## src/rtl/dur_pkg.sv

```systemverilog
`timescale 1ns / 1ps
`default_nettype none

package dur_pkg;

    // Width of the echo counters and stored widths.
    localparam int CNT_W = 16;
    localparam logic [CNT_W-1:0] CNT_MAX = {CNT_W{1'b1}};

    // Field widths.
    localparam int TIME_W = 16;
    localparam int DIST_W = 12;
    localparam int IDX_W  = 3;

    // Register indexes of the configuration port.
    localparam logic [IDX_W-1:0] REG_TRIG_LOW  = 3'd0;
    localparam logic [IDX_W-1:0] REG_TRIG_HIGH = 3'd1;
    localparam logic [IDX_W-1:0] REG_OFFSET    = 3'd2;
    localparam logic [IDX_W-1:0] REG_TARGET    = 3'd3;
    localparam logic [IDX_W-1:0] REG_TOL       = 3'd4;

    // Register reset values.
    localparam logic [TIME_W-1:0] TRIG_LOW_RST  = 16'd48000;
    localparam logic [TIME_W-1:0] TRIG_HIGH_RST = 16'd2000;
    localparam logic [TIME_W-1:0] OFFSET_RST    = 16'd4000;
    localparam logic [DIST_W-1:0] TARGET_RST    = 12'd150;
    localparam logic [DIST_W-1:0] TOL_RST       = 12'd10;

    // Distance scale 340/10000 = 17/500, done as a multiply by
    // ceil(17 * 2^25 / 500) and a right shift by 25. This is exact for
    // every 16-bit width difference.
    localparam int RECIP_W     = 21;
    localparam int RECIP_SHIFT = 25;
    localparam logic [RECIP_W-1:0] RECIP_K = 21'd1140851;
    localparam int PROD_W = CNT_W + RECIP_W;

    // Steering command codes, shared by yaw and pitch.
    typedef enum logic [1:0] {
        STEER_NONE = 2'd0,
        STEER_POS  = 2'd1,
        STEER_NEG  = 2'd2
    } t_steer;

    // Contents of the first pipeline stage.
    typedef struct packed {
        logic             trig;
        logic [CNT_W-1:0] left_width;
        logic [CNT_W-1:0] right_width;
        t_steer           yaw;
        logic             equal;
        logic [CNT_W-1:0] diff;
    } t_stage;

endpackage

`default_nettype wire

```

## src/rtl/dur_echo.sv

```systemverilog
`timescale 1ns / 1ps
`default_nettype none

module dur_echo (
    input  wire logic                      i_clk,
    input  wire logic                      i_rst_n,
    input  wire logic                      i_step,
    input  wire logic                      i_level,
    input  wire logic                      i_clear,
    output logic [dur_pkg::CNT_W-1:0]      o_width_next
);
    import dur_pkg::*;

    logic             r_in_pulse;
    logic [CNT_W-1:0] r_count;
    logic [CNT_W-1:0] r_width;
    logic             n_in_pulse;
    logic [CNT_W-1:0] n_count;
    logic [CNT_W-1:0] n_width;

    // Pulse tracking with a saturating counter; a trigger rise clears the count.
    always_comb begin
        n_in_pulse = r_in_pulse;
        n_count    = r_count;
        n_width    = r_width;
        if (i_level) begin
            if (!r_in_pulse) begin
                n_in_pulse = 1'b1;
                n_count    = {{(CNT_W-1){1'b0}}, 1'b1};
            end else if (r_count != CNT_MAX) begin
                n_count = r_count + 1'b1;
            end
        end else if (r_in_pulse) begin
            n_in_pulse = 1'b0;
            n_width    = r_count;
        end
        if (i_clear) begin
            n_count = '0;
        end
    end

    assign o_width_next = n_width;

    always_ff @(posedge i_clk) begin
        if (!i_rst_n) begin
            r_in_pulse <= 1'b0;
            r_count    <= '0;
            r_width    <= '0;
        end else if (i_step) begin
            r_in_pulse <= n_in_pulse;
            r_count    <= n_count;
            r_width    <= n_width;
        end
    end

endmodule

`default_nettype wire

```

## src/rtl/dur_trigger.sv

```systemverilog
`timescale 1ns / 1ps
`default_nettype none

module dur_trigger (
    input  wire logic                       i_clk,
    input  wire logic                       i_rst_n,
    input  wire logic                       i_step,
    input  wire logic [dur_pkg::TIME_W-1:0] i_low_limit,
    input  wire logic [dur_pkg::TIME_W-1:0] i_high_limit,
    output logic                            o_level_next,
    output logic                            o_rise
);
    import dur_pkg::*;

    logic              r_high;
    logic [TIME_W-1:0] r_elapsed;
    logic [TIME_W-1:0] inc;
    logic [TIME_W-1:0] limit;
    logic              toggle;

    // Saturating phase timer; the level toggles when the phase limit is reached.
    assign inc    = (r_elapsed != {TIME_W{1'b1}}) ? r_elapsed + 1'b1 : r_elapsed;
    assign limit  = r_high ? i_high_limit : i_low_limit;
    assign toggle = (inc >= limit);

    assign o_level_next = toggle ? !r_high : r_high;
    assign o_rise       = toggle && !r_high;

    always_ff @(posedge i_clk) begin
        if (!i_rst_n) begin
            r_high    <= 1'b0;
            r_elapsed <= '0;
        end else if (i_step) begin
            r_high    <= o_level_next;
            r_elapsed <= toggle ? '0 : inc;
        end
    end

endmodule

`default_nettype wire

```

## src/rtl/dur_range.sv

```systemverilog
`timescale 1ns / 1ps
`default_nettype none

module dur_range (
    input  wire logic                       i_equal,
    input  wire logic [dur_pkg::CNT_W-1:0]  i_diff,
    input  wire logic [dur_pkg::DIST_W-1:0] i_target,
    input  wire logic [dur_pkg::DIST_W-1:0] i_tol,
    output logic [dur_pkg::DIST_W-1:0]      o_distance,
    output dur_pkg::t_steer                 o_pitch
);
    import dur_pkg::*;

    logic [PROD_W-1:0]   prod;
    logic [DIST_W-1:0]   dist_cm;
    logic [DIST_W:0]     dist_plus_tol;
    logic [DIST_W:0]     upper;

    // Scale the width beyond the offset to centimeters.
    assign prod    = PROD_W'(i_diff) * PROD_W'(RECIP_K);
    assign dist_cm = prod[RECIP_SHIFT +: DIST_W];

    // Window test: below target - tol is too close, above target + tol too far.
    assign dist_plus_tol = {1'b0, dist_cm} + {1'b0, i_tol};
    assign upper         = {1'b0, i_target} + {1'b0, i_tol};

    always_comb begin
        o_distance = '0;
        o_pitch    = STEER_NONE;
        if (i_equal) begin
            o_distance = dist_cm;
            if (dist_plus_tol < {1'b0, i_target}) begin
                o_pitch = STEER_NEG;
            end else if ({1'b0, dist_cm} > upper) begin
                o_pitch = STEER_POS;
            end
        end
    end

endmodule

`default_nettype wire

```

## src/rtl/dual_ultrasonic_echo_ranger.sv

```systemverilog
`timescale 1ns / 1ps
`default_nettype none

// Dual ultrasonic echo ranger.
// One input request per microsecond tick carries the sampled left and right
// echo levels. Each request yields one result request with the trigger level,
// the last completed echo widths on both sides, yaw and pitch commands and
// the distance in centimeters when the two widths match.
// From input acceptance to output valid a request passes the first
// register, which holds the updated widths, compare result and
// offset-corrected width, then the second, which holds the scaled
// distance and pitch. One request is taken every cycle while the output
// side accepts; the pitch path's single 16x21 multiply sets the cycle time.
// When the receiver stalls, the output register and the first stage hold
// and o_in_ready drops; nothing is lost or repeated.
// Synchronous reset clears the trigger timer, echo counters and pipeline
// valid flags and loads the configuration registers with their defaults.
// Configuration writes take effect in the cycle after i_cfg_we and are
// expected only while no request is in flight.

module dual_ultrasonic_echo_ranger (
    input  wire logic                       i_clk,
    input  wire logic                       i_rst_n,
    input  wire logic                       i_cfg_we,
    input  wire logic [dur_pkg::IDX_W-1:0]  i_cfg_idx,
    input  wire logic [dur_pkg::TIME_W-1:0] i_cfg_data,
    input  wire logic                       i_in_valid,
    output logic                            o_in_ready,
    input  wire logic                       i_left_echo,
    input  wire logic                       i_right_echo,
    output logic                            o_out_valid,
    input  wire logic                       i_out_ready,
    output logic                            o_trigger_level,
    output logic [15:0]                     o_left_width_us,
    output logic [15:0]                     o_right_width_us,
    output logic [1:0]                      o_yaw_command,
    output logic [1:0]                      o_pitch_command,
    output logic [11:0]                     o_distance_cm
);
    import dur_pkg::*;

    logic [TIME_W-1:0] r_trig_low;
    logic [TIME_W-1:0] r_trig_high;
    logic [TIME_W-1:0] r_offset;
    logic [DIST_W-1:0] r_target;
    logic [DIST_W-1:0] r_tol;

    logic              advance;
    logic              step;
    logic              trig_next;
    logic              trig_rise;
    logic              clear;
    logic [CNT_W-1:0]  left_next;
    logic [CNT_W-1:0]  right_next;
    t_stage            n_stage;
    t_stage            r_stage;
    logic              r_stage_valid;
    logic [DIST_W-1:0] dist_cm;
    t_steer            pitch;

    logic              r_out_valid;
    logic              r_trig;
    logic [CNT_W-1:0]  r_left;
    logic [CNT_W-1:0]  r_right;
    t_steer            r_yaw;
    t_steer            r_pitch;
    logic [DIST_W-1:0] r_dist;

    // Configuration registers.
    always_ff @(posedge i_clk) begin
        if (!i_rst_n) begin
            r_trig_low  <= TRIG_LOW_RST;
            r_trig_high <= TRIG_HIGH_RST;
            r_offset    <= OFFSET_RST;
            r_target    <= TARGET_RST;
            r_tol       <= TOL_RST;
        end else if (i_cfg_we) begin
            case (i_cfg_idx)
                REG_TRIG_LOW:  r_trig_low  <= i_cfg_data;
                REG_TRIG_HIGH: r_trig_high <= i_cfg_data;
                REG_OFFSET:    r_offset    <= i_cfg_data;
                REG_TARGET:    r_target    <= i_cfg_data[DIST_W-1:0];
                REG_TOL:       r_tol       <= i_cfg_data[DIST_W-1:0];
                default: begin
                end
            endcase
        end
    end

    // The whole pipeline moves when the output register is free or drained.
    assign advance    = !r_out_valid || i_out_ready;
    assign o_in_ready = advance;
    assign step       = i_in_valid && advance;
    assign clear      = step && trig_rise;

    dur_trigger u_trigger (
        .i_clk        (i_clk),
        .i_rst_n      (i_rst_n),
        .i_step       (step),
        .i_low_limit  (r_trig_low),
        .i_high_limit (r_trig_high),
        .o_level_next (trig_next),
        .o_rise       (trig_rise)
    );

    dur_echo u_left (
        .i_clk        (i_clk),
        .i_rst_n      (i_rst_n),
        .i_step       (step),
        .i_level      (i_left_echo),
        .i_clear      (clear),
        .o_width_next (left_next)
    );

    dur_echo u_right (
        .i_clk        (i_clk),
        .i_rst_n      (i_rst_n),
        .i_step       (step),
        .i_level      (i_right_echo),
        .i_clear      (clear),
        .o_width_next (right_next)
    );

    // First stage: compare the widths and remove the offset.
    always_comb begin
        n_stage.trig        = trig_next;
        n_stage.left_width  = left_next;
        n_stage.right_width = right_next;
        n_stage.equal       = 1'b0;
        if (left_next > right_next) begin
            n_stage.yaw = STEER_POS;
        end else if (left_next < right_next) begin
            n_stage.yaw = STEER_NEG;
        end else begin
            n_stage.yaw   = STEER_NONE;
            n_stage.equal = 1'b1;
        end
        n_stage.diff = (left_next > r_offset) ? left_next - r_offset : '0;
    end

    always_ff @(posedge i_clk) begin
        if (!i_rst_n) begin
            r_stage_valid <= 1'b0;
        end else if (advance) begin
            r_stage_valid <= i_in_valid;
        end
        if (step) begin
            r_stage <= n_stage;
        end
    end

    dur_range u_range (
        .i_equal    (r_stage.equal),
        .i_diff     (r_stage.diff),
        .i_target   (r_target),
        .i_tol      (r_tol),
        .o_distance (dist_cm),
        .o_pitch    (pitch)
    );

    // Output register.
    always_ff @(posedge i_clk) begin
        if (!i_rst_n) begin
            r_out_valid <= 1'b0;
        end else if (advance) begin
            r_out_valid <= r_stage_valid;
        end
        if (advance && r_stage_valid) begin
            r_trig  <= r_stage.trig;
            r_left  <= r_stage.left_width;
            r_right <= r_stage.right_width;
            r_yaw   <= r_stage.yaw;
            r_pitch <= pitch;
            r_dist  <= dist_cm;
        end
    end

    assign o_out_valid      = r_out_valid;
    assign o_trigger_level  = r_trig;
    assign o_left_width_us  = r_left;
    assign o_right_width_us = r_right;
    assign o_yaw_command    = r_yaw;
    assign o_pitch_command  = r_pitch;
    assign o_distance_cm    = r_dist;

endmodule

`default_nettype wire

```

## config.mk

```make
export PLATFORM = sky130hd
export DESIGN_NAME = dual_ultrasonic_echo_ranger
export DESIGN_NICKNAME = d
export VERILOG_FILES = /design/src/rtl/dur_pkg.sv /design/src/rtl/dur_echo.sv /design/src/rtl/dur_trigger.sv /design/src/rtl/dur_range.sv /design/src/rtl/dual_ultrasonic_echo_ranger.sv
export SDC_FILE = /design/constraint.sdc
export NUM_CORES = 1
export LEC_CHECK = 0
export BUFFER_PORTS_ARGS = -buffer_cell sky130_fd_sc_hd__buf_2
export CAP_MARGIN = 20
export CORE_MARGIN = 1.5
export CORE_UTILIZATION = 47
export DETAILED_ROUTE_END_ITERATION = 8
export PLACE_DENSITY = 0.75
export SYNTH_ARGS = -nofsm -noshare
export SYNTH_HDL_FRONTEND = slang
export SYNTH_HIERARCHICAL = 1
export SYNTH_SLANG_ARGS = --single-unit
```

## constraint.sdc

```tcl
create_clock -name i_clk -period 7.3 [get_ports i_clk]
set_clock_uncertainty 0.15 [all_clocks]
set_input_delay 0 -clock i_clk [delete_from_list [all_inputs] [get_ports i_clk]]
set_output_delay 0 -clock i_clk [all_outputs]
set_load 0.05 [all_outputs]
```

# [After elaboration in Yosys (flattened, before gate mapping)]
# Index checks and enable logic that the tools add are counted.
[word_totals] register_bits=258 in_bits=26 out_inout_bits=51 wordCells=91
[op_classes] add_sub_neg=6 multipliers=1 n_lt_le_gt_ge=6 eq_ne=9 muxes=22 bitwise_logic=1 reduce_logical=18
[ops] operator="16-bit 2-to-1 mux" count=15
[ops] operator="16-bit by 1-bit adder with 16-bit output, second input constant" count=3
[ops] operator="16-bit != test, second input constant" count=3
[ops] operator="16-bit by 21-bit multiplier with 37-bit output, second input constant" count=1
[ops] operator="16-bit greater-than comparator" count=2
[ops] operator="12-bit by 12-bit adder with 13-bit output" count=2
[ops] operator="16-bit >= comparator" count=1
[ops] operator="16-bit less-than comparator" count=1
[ops] operator="16-bit subtractor" count=1
[ops] operator="12-bit by 13-bit greater-than comparator with 1-bit output" count=1
[ops] operator="13-bit by 12-bit less-than comparator with 1-bit output" count=1
[ops] operator="2-bit AND reduction" count=5
[ops] operator="3-bit by 2-bit equality test with 1-bit output, second input constant" count=2
[ops] operator="3-bit != test, second input constant" count=2
[ops] operator="3-bit AND reduction" count=2
[ops] operator="1-bit 2-to-1 mux" count=5
[ops] operator="1-bit logical AND" count=4
[ops] operator="2-bit 2-to-1 mux" count=2
[ops] operator="2-bit nonzero test" count=2
[ops] operator="3-bit by 1-bit equality test with 1-bit output, second input constant" count=1
[ops] operator="3-bit equality test, second input constant" count=1
[ops] operator="3-bit zero test" count=1
[ops] operator="1-bit zero test" count=2
[ops] operator="2-bit OR reduction" count=1
[ops] operator="2 further kinds" count=2

# [Logic depth before layout (Yosys ltp)]
[depth] word_depth=7 ltp_mapped=36 ltp_nobuf=36

# [Hierarchy]
# The synthesis kept the hierarchy.
[by_module_without_submodules] module="dual_ultrasonic_echo_ranger" instances=1 cells_per_inst=635 area_per_inst_um2=7260.7 seq_area_each_um2=4514.3
[by_module_without_submodules] module="dur_range" instances=1 cells_per_inst=721 area_per_inst_um2=6613.8 seq_area_each_um2=0.0
[by_module_without_submodules] module="dur_echo" instances=2 cells_per_inst=198 area_per_inst_um2=1791.7 seq_area_each_um2=660.6
[by_module_without_submodules] module="dur_trigger" instances=1 cells_per_inst=199 area_per_inst_um2=1717.9 seq_area_each_um2=340.3

# [Worst setup path before layout]
# No wires, ideal clock.
[synth_timing] path_kind="reg2reg" startpoint="register r_stage[10] in the netlist's numbering" endpoint="register r_pitch[1] (netlist: o_pitch_command[1]) (data pin)" setup_ps=256 t_arrival_ps=7292 t_required_ps=6894 setup_slack_ps=-398 stages_incl_launch_ff=33 path_buffers=0 synth_period_minus_slack_ps=7698 path_cell_list="edfxtp_1 inv_1 fa_1 inv_1 ha_1 or2_2 fa_1 inv_1 fa_1 fa_1 fa_1 inv_1 ha_1 nand4_1 nor4_2 nand3_1 a31oi_1 nor2_1 xnor2_1 ha_1 a21o_1 a21oi_1 o21bai_1 a21oi_1 nor2b_1 o2111ai_1 nand3_1 o41ai_1 xnor2_1 ha_1 o2111a_1 o31ai_1 and4_1"
[synth_via] elab_chain_cells=4
[synth_lines] item="start: declaration" line="dual_ultrasonic_echo_ranger.sv:56" source="t_stage r_stage;"
[synth_lines] item="start signal: assignment" line="dual_ultrasonic_echo_ranger.sv:148" source="r_stage <= n_stage;"
[synth_lines] item="16-bit by 21-bit multiplier with 37-bit output" line="dur_range.sv:20" source="assign prod = PROD_W'(i_diff) * PROD_W'(RECIP_K);"
[synth_lines] item="12-bit by 12-bit adder with 13-bit output" line="dur_range.sv:24" source="assign dist_plus_tol = {1'b0, dist_cm} + {1'b0, i_tol};"
[synth_lines] item="13-bit by 12-bit less-than comparator with 1-bit output" line="dur_range.sv:32" source="if (dist_plus_tol < {1'b0, i_target}) begin"
[synth_lines] item="2-bit 2-to-1 mux" line="dur_range.sv:32"
[synth_lines] item="end signal: assignment" line="dual_ultrasonic_echo_ranger.sv:173" source="r_pitch <= pitch;"
[synth_lines] item="end: declaration" line="dual_ultrasonic_echo_ranger.sv:66" source="t_steer r_pitch;"
# Every way passes these cells.
# A chain may end at the register's enable or synchronous reset.

# [Worst setup path after layout]
[layout_timing] startpoint="register r_stage[14] in the netlist's numbering" endpoint="register r_pitch[0] (netlist: o_pitch_command[0]) (data pin)"
[layout_via] elab_chain_cells=4 elab_cells_between_ends=6 classes_between="add/sub (1); mul (1); order compare (2); mux (1); reduce/logical (1)"
[layout_lines] item="16-bit by 21-bit multiplier with 37-bit output *" line="dur_range.sv:20"
[layout_lines] item="12-bit by 12-bit adder with 13-bit output" line="dur_range.sv:24"
[layout_lines] item="13-bit by 12-bit less-than comparator with 1-bit output" line="dur_range.sv:32"
[layout_lines] item="2-bit OR reduction (no source line)"
# Every way passes the cells marked *; elsewhere a longest branch is shown, timed or not.

==> impl_metrics.json <==
{
  "outcome": "finished with violations",
  "violations": "hold timing, setup timing",
  "synth_ff_type": "dfxtp_1",
  "layout_commonest_cell": "ha_1",
  "grt_busiest_layer": "met2",
  "crit_path_top_delay_cell": "fa_2",
  "ys_seq_area_share_pct": 32.2,
  "cts.path.max_buffers": 3,
  "hold_ws_ps": -6.50,
  "insertion_delay_ps": 560,
  "cts_root_buf": "clkbuf_16",
  "start_util_pct": 47.9,
  "final_cell_mix": "ha_1 (245), inv_1 (227), nand2_1 (206)",
  "crit_required_ps": 7450,
  "fillers": 3436,
  "finalMaxSlewViolations": 0,
  "p_seq_share_pct": 27.1,
  "yosysWarningCount": 6,
  "power_density_nw_per_um2": 264,
  "synthMuxAreaShare_pct": 4.87,
  "syn_avg_cell_area_um2": 9.83,
  "synth_edf_count": 101,
  "die_w_um": 205,
  "yosys.area_share.simple_pct": 14.7,
  "min_path_type": "input pin to flip-flop",
  "crit_start": "r_stage[14]",
  "dpl.hpwl_um": 36000,
  "place_congestion": 0.938,
  "syn_to_final_growth_pct": 16.5,
  "port_buffers": 76,
  "fin_ws_ps": -359,
  "vias_per_cell": 5.58,
  "use_met2_pct": 39.2,
  "drc": 0,
  "slew_headroom_pct": 28.5,
  "diodes": 0,
  "drt_iter0_drc": 1008,
  "setup_viol": 2,
  "largest_reg_flops": 52,
  "synth_nets": 2331,
  "worstPathMaxFanout": 4,
  "antenna_found_initial": 0,
  "netlist_area_um2": 19200,
  "p_sw_share_pct": 35.9,
  "hold_viol": 1,
  "cts_tree": "done",
  "internal_power_mw": 3.78,
  "synthCells": 1951,
  "final_net_count": 2506,
  "drv_cap": 0,
  "tightest_slew_ps": 1060,
  "min_period_ps": 7660,
  "clk_pin_slew_ps": 60,
  "dieArea_um2": 42000,
  "regToRegStartpoint": "r_stage[14]",
  "core_um2": 40000,
  "start_kind": "flip-flop",
  "gr-total-overflow": 0,
  "multiInputGateArea_um2": 12100,
  "largest-register": "r_stage",
  "instances_no_fill": 2672,
  "first_pass_iters": 7,
  "cts_buffers": 28,
  "path_class": "flip-flop to flip-flop",
  "async_reset_ff_share_pct": 0,
  "drt_wl_total_um": 47400,
  "vias": 14900,
  "placementRows": 73,
  "synthDistinctLibCells": 90,
  "wl_per_cell_um": 17.7,
  "grt_first_pass_wirelength_um": 76400,
  "worstHoldStart": "i_in_valid",
  "post-place-ws_ps": -517,
  "final.setup.tns_ps": -708,
  "p_sw_mw": 2.12,
  "path_buf_inv": 5,
  "vdd_ir_drop_max_uv": 174,
  "synth_xor_area_share_pct": 2.15,
  "place_inst": 2579,
  "clkSinkCount": 258,
  "final_layout_size_suffix_gt1_share_pct": 17.9,
  "max_stage_delay_ps": 570,
  "synth_compound_area_share_pct": 12.9,
  "fp.dieH_um": 205,
  "ys_ff_latch": 258,
  "grt_max_degree": 100,
  "fin_crit_sh_pct": 105,
  "p_leak_nw": 10.1,
  "h-tree-depth": 1,
  "synth_fa_ha_area_share_pct": 26.8,
  "endpoint_kind": "flip-flop",
  "grt_pass1_vias": 15000,
  "grt_use_met3_pct": 3.15,
  "synth_top_family_by_area": "adder cells",
  "power_frac_comb_pct": 47.1,
  "crit_arrival_ps": 7810,
  "grt.met1_usage_pct": 28.9,
  "max_freq_ghz": 0.131,
  "cp_top_family": "adder cells",
  "io_pins": 77,
  "rsz0062_at_grt": "yes",
  "track_usage_pct": 22.7,
  "p_clk_share_pct": 25.8,
  "ant_nets": 0,
  "ff_latch_area_um2": 6180
}
-- layer usage --
layer	vias to the layer above	wire length, um	part of all wire [%]
met1	7277	20800	44
li1	7189	-	-
met5	-	0	0
met2	341	23000	49
met3	101	2030	4.3
met4	0	1530	3.2
-- worst paths after layout --
kind              cells past startpoint                       to  slack (ps)
hold reg to reg                       0     o_right_width_us[15]         270
setup reg to reg                     31       o_pitch_command[0]        -360
setup / recovery                     31       o_pitch_command[0]        -360
hold / removal                        3  u_trigger/r_elapsed[15]          -7
-- through the flow --
| stage | power, mW | util, % | instance area (um^2) | hold WS (ps) |
|---|---|---|---|---|
| 2_1_floorplan | 3.29 | - | 19300 | -26.0 |
| 3_3_place_gp | 3.96 | 51.8 | 20700 | 136 |
| 3_5_place_dp | 4.06 | 51.9 | 20700 | 152 |
| 4_1_cts | 5.76 | 55.5 | 22200 | 6.74 |
| 5_1_grt | 6.28 | 55.8 | 22300 | 19.4 |
| 6_report | 5.90 | 55.8 | 22300 | -6.50 |
-- worst min-delay path: stages --
cell and delay, ps:
buf_2 100, and2_4 340, a21oi_1 210
-- synth_stat cells (32+ instances only) --
cell type / instances / area (um^2)
nand2_1: 207 / 777
a21boi_0: 50 / 375
mux2_2: 34 / 383
a21oi_1: 62 / 310
fa_1: 94 / 1880
xnor2_1: 32 / 280
clkbuf_1: 37 / 139
mux2i_1: 54 / 541
edfxtp_1: 101 / 3030
a21o_1: 35 / 263
nor2_1: 92 / 345
ha_1: 260 / 3250
dfxtp_1: 157 / 3140
nand3_1: 58 / 290
inv_1: 240 / 901
-- power by group through the flow --
stage	logic [mW]	registers, mW	clock network [mW]
after global placement	2.33	1.63	0
after CTS	2.62	1.60	1.54
final	2.78	1.60	1.52
after global routing	3.08	1.60	1.60
after floorplan	1.57	1.71	0
after detailed placement	2.43	1.63	0
-- cells by family after synthesis --
kind of cell,after synthesis
AO/OA/AOI/OAI,346
XOR/XNOR,47
adder cells (fa/ha/maj),354
buffers and inverters,308
flip-flops,258
multiplexers,89
AND/OR/NAND/NOR,549
-- repair_timing --
item	4_1_cts	5_1_grt
pin swaps	51	17
resized for setup	29	14
endpoints found under the setup margin	2	2
hold endpoints to repair	96	0
hold buffers	27	0
buffers inserted	10	4
-- cell type report --
class                   instances  area share [%]
well taps                     525            2.94
inverters                     240            4.03
multi-input cells            1385            54.3
clock buffers                  39            3.65
clock inverters                12           0.779
repair buffers                213            6.69
flip-flops and latches        258            27.6
No activity file was read; power rests on OpenSTA's default activity.
